==> src/rtl/stm_pkg.sv <==
// Shared types and constants for the sparse-table range-minimum engine.
// Depends on nothing; every other file imports it.
package stm_pkg;

  localparam int DEPTH_DEF  = 1024;
  localparam int LEVELS_DEF = 11;

  localparam int VAL_W = 32;
  localparam int IDX_W = 10;
  // Bits needed to hold floor(log2) of a range length of up to 2^IDX_W.
  localparam int LGW   = $clog2(IDX_W + 1);

  localparam logic FUNC_PUSH  = 1'b0;
  localparam logic FUNC_QUERY = 1'b1;

  // Commands from the controller to the datapath.
  typedef struct packed {
    logic push;
    logic query;
    logic qload;
    logic bld_start;
    logic bld_step;
    logic next_level;
    logic bld_done;
  } ctl_cmd_t;

  // Status from the datapath to the controller.
  typedef struct packed {
    logic out_free;
    logic lvl_ok;
    logic lvl_last;
  } dp_stat_t;

endpackage

==> src/rtl/stm_ctrl.sv <==
// Controller of the range-minimum engine: accepts items and sequences the build.
// Depends on stm_pkg for the command and status structs.
module stm_ctrl import stm_pkg::*; (
  input  logic     clk,
  input  logic     rst_n,
  input  logic     in_valid,
  input  logic     in_func,
  input  logic     in_last,
  output logic     in_ready,
  input  dp_stat_t stat,
  output ctl_cmd_t cmd
);

  localparam logic [1:0] S_IDLE  = 2'd0;
  localparam logic [1:0] S_QRES  = 2'd1;
  localparam logic [1:0] S_BUILD = 2'd2;
  localparam logic [1:0] S_DRAIN = 2'd3;

  logic [1:0] state_r;
  logic [1:0] state_nxt;

  always_comb begin
    state_nxt = state_r;
    cmd       = '0;
    in_ready  = 1'b0;
    case (state_r)
      S_IDLE: begin
        in_ready = stat.out_free;
        if (in_valid && stat.out_free) begin
          if (in_func == FUNC_QUERY) begin
            cmd.query = 1'b1;
            state_nxt = S_QRES;
          end else begin
            cmd.push = 1'b1;
            if (in_last) begin
              cmd.bld_start = 1'b1;
              state_nxt     = S_BUILD;
            end
          end
        end
      end
      S_QRES: begin
        cmd.qload = 1'b1;
        state_nxt = S_IDLE;
      end
      S_BUILD: begin
        if (!stat.lvl_ok) begin
          cmd.bld_done = 1'b1;
          state_nxt    = S_IDLE;
        end else begin
          cmd.bld_step = 1'b1;
          if (stat.lvl_last) begin
            state_nxt = S_DRAIN;
          end
        end
      end
      S_DRAIN: begin
        // The last write of the level lands here, before the next level reads it.
        cmd.next_level = 1'b1;
        state_nxt      = S_BUILD;
      end
      default: begin
        state_nxt = S_IDLE;
      end
    endcase
  end

  always_ff @(posedge clk) begin
    if (!rst_n) begin
      state_r <= S_IDLE;
    end else begin
      state_r <= state_nxt;
    end
  end

endmodule

==> config.mk <==
export PLATFORM = sky130hd
export DESIGN_NAME = stm_ctrl
export DESIGN_NICKNAME = d
export VERILOG_FILES = /design/src/rtl/stm_pkg.sv /design/src/rtl/stm_ctrl.sv
export SDC_FILE = /design/constraint.sdc
export NUM_CORES = 1
export LEC_CHECK = 0
export ABC_AREA = 1
export BUFFER_PORTS_ARGS = -buffer_cell sky130_fd_sc_hd__buf_4
export CAP_MARGIN = 10
export CORE_AREA = 2 2 39 41
export DETAILED_ROUTE_END_ITERATION = 16
export DIE_AREA = 0 0 41 43
export PLACE_DENSITY = 0.45
export SYNTH_ARGS = -nofsm -noshare
export SYNTH_HDL_FRONTEND = slang
export SYNTH_SLANG_ARGS = --single-unit
==> constraint.sdc <==
create_clock -name clk -period 2.3 [get_ports clk]
set_input_delay 0.575 -clock clk [delete_from_list [all_inputs] [get_ports clk]]
set_output_delay 0.575 -clock clk [all_outputs]
set_load 0.05 [all_outputs]
==> out/qor.tcl <==
set qor(finalCriticalPeriod_ps) 1860
set qor(synth_flop_cell) {sky130_fd_sc_hd__dfxtp_1}
set qor(fmax_mhz) 537
set qor(grt_first_pass_wirelength_um) 897
set qor(setup_viol) 0
set qor(yosys_warnings) 0
set qor(number_of_max_cap_violations) 0
set qor(leakage_uw) 0.000212
set qor(regMostFlops) {state_r}
set qor(synthMostInstantiatedCell) {sky130_fd_sc_hd__nor2_1}
set qor(synth-seq-cells) 2
set qor(place_congestion) 0.641
set qor(place_area_sq_um) 343
set qor(nNetsFinal) 65
set qor(synth_fp_nets) 45
set qor(timing.final.crit_share_pct) 81.0
set qor(netlist.top_cell.by_area) {sky130_fd_sc_hd__dfxtp_1}
set qor(clock_path_buffers) 2
set qor(floorplan.io_pins) 16
set qor(report.final.slew_viol_count) 0
set qor(synth_cell_types) 14
set qor(yosysTopAreaCellShare_pct) 19.6
set qor(via_count) 281
set qor(vdd.ir_drop.worst_v) 0.000205
set qor(tightestPinTransition_ps) 237
set qor(post_detailed_route_drc_marker_count) 0
set qor(row_count) 14
set qor(fin_tns_setup_ps) 0
set qor(grt-ovfl-total) 0
set qor(hold-worst-slack_ps) 593
set qor(synthesis.instances) 37
set qor(final_core_utilization_pct) 26.4
set qor(dieWidth_um) 41
set qor(worst-path-max-fanout) 4
set qor(route.detailed.vias_per_inst) 3.96
set qor(synth_edf_count) 0
set qor(io_buffers) 15
set qor(dpl.hpwl_um) 455
set qor(drt-wirelength-per-cell_um) 7.45
set qor(initial_core_util_pct) 14.7
set qor(timing.slew.headroom_pct) 84.2
set qor(largest_registers) {state_r (2)}
set qor(clock_tree.htree_level_count) 1
set qor(postCtsSetupBuffers) 0
set qor(drt_pre_antenna_iters) 4
set qor(drtAntennaViolNets) 0
set qor(synth.cell_area_sq_um) 204
set qor(post_route_cells_drive_above_1_share_pct) 47.3
set qor(cts_hold_bufs) 0
set qor(grt_pass1_vias) 241
set qor(yosysSeqAreaShare_pct) 19.6
set qor(finalWirelength_um) 529
set qor(area.growth.synth_to_final_pct) 79.1
set qor(core_region_area_sq_mm) 0.00138
set qor(hold_path_class) {in2reg}
set qor(timing.critical_path.from_type) {input pin}
set qor(critical_path_class) {in2out}
set qor(clk_pin_slew_worst_paths_ps) 30
set qor(routed_met2_length_um) 272
set qor(topRoutingLayerUsed) {met4}
set qor(cts_inserted_buffers) 3
set qor(synthTopCellsByArea) {sky130_fd_sc_hd__dfxtp_1, sky130_fd_sc_hd__nor2_1, sky130_fd_sc_hd__nand2_1}
set qor(fp.dieArea_sq_mm) 0.00176
set qor(end_kind) {output pin}
set qor(groute.usage.overall_pct) 7.51
set qor(routedLengthMet1_um) 203
set qor(cts_repair_resize_count) 0
set qor(largest_register_ffs) 2
set qor(finalClockSkew_ps) 1.24
set qor(asyncSetResetFlopFracSynth_pct) 0
set qor(grt_start_max_net_pins) 7
set qor(wp_data_required_ps) 1730
set qor(status) {complete, no violations}
set qor(cts.sink_count) 2
set qor(clock-root-buffer) {sky130_fd_sc_hd__clkbuf_4}
set qor(insertion_delay_ps) 220
set qor(number_of_filler_instances_in_the_final_layout) 173
set qor(number_of_hold_slack_violations_in_the_final_timing_report) 0
set qor(dr_wl_met3_um) 35
set qor(rsz0062_at_grt) {false}
set qor(antenna-diode-count) 0
set qor(final_design_area_no_fill_sq_um) 365
set qor(synth_commonest_cells) {sky130_fd_sc_hd__nor2_1, sky130_fd_sc_hd__nand2_1, sky130_fd_sc_hd__inv_1}
set qor(antenna_found_initial) 0
set qor(fp.dieH_um) 43
set qor(initial_drc_count) 2
set qor(arrival_ps) 1290
set qor(powerDensity_mw_per_mm2) 596
set qor(synthesis.area_per_instance_sq_um) 5.51
set qor(tritoncts) {done}
[metrics by stage]
stage | power, uW | setup slack [ps] | std cells
detailed placement | 143 | 423 | 68
global placement | 143 | 426 | 68
floorplan | 112 | 39.3 | 37
CTS | 222 | 422 | 71
finish | 218 | 437 | 71
global route | 243 | 382 | 71
[final cells by class]
type	instances	area, sq um	area share [%]
multi-input combinational	28	144	39.4
inverter	7	26.3	7.19
tap	16	20.0	5.48
clock buffer	3	22.5	6.16
timing repair buffer	15	113	30.8
sequential	2	40.0	11.0
[power by group]
group,switching [uW],leakage [uW],internal [uW]
Sequential,5.94,0.0000164,38.5
Combinational,63.0,0.000182,33.6
Clock,19.2,0.0000138,57.5
Total,88.1,0.000212,130
[cells by family after synthesis]
group / Yosys count / share of synthesized area, %
AND/OR/NAND/NOR: 25 / 60.1
buffers and inverters: 7 / 12.9
AO/OA/AOI/OAI: 3 / 7.36
flip-flops: 2 / 19.6
[metal layers]
layer  track usage, %  vias up
met1             7.96      121
met3             1.57        2
met2             11.9       10
li1                 -      148
met5                0        -
met4             6.00        0
[layout by cell type (no fill, tap or decap), drive strengths merged]
cell type   n
and2        1
buf        15
clkbuf      3
dfxtp       2
inv         7
nand2       9
nand3       3
nor2       10
nor3        2
o21ai       3
[final timing paths]
| kind | from | end | slack [ps] | cells past startpoint |
|---|---|---|---|---|
| worst max-delay path | stat[2] | cmd[3] | 440 | 5 |
| worst min-delay path | rst_n | state_r[0]$_SDFFE_PN0P_ | 590 | 3 |
| worst max register to register | state_r[0]$_SDFFE_PN0P_ | state_r[1]$_SDFFE_PN0P_ | 1330 | 5 |
| worst min register to register | state_r[1]$_SDFFE_PN0P_ | state_r[0]$_SDFFE_PN0P_ | 710 | 4 |
[worst max-delay path, stage by stage]
cell and delay [ps]:
sky130_fd_sc_hd__buf_4 80, sky130_fd_sc_hd__nand2_1 110, sky130_fd_sc_hd__nor3_4 190, sky130_fd_sc_hd__and2_1 140, sky130_fd_sc_hd__buf_4 190
Note: power is estimated with default switching activity, not from simulation.
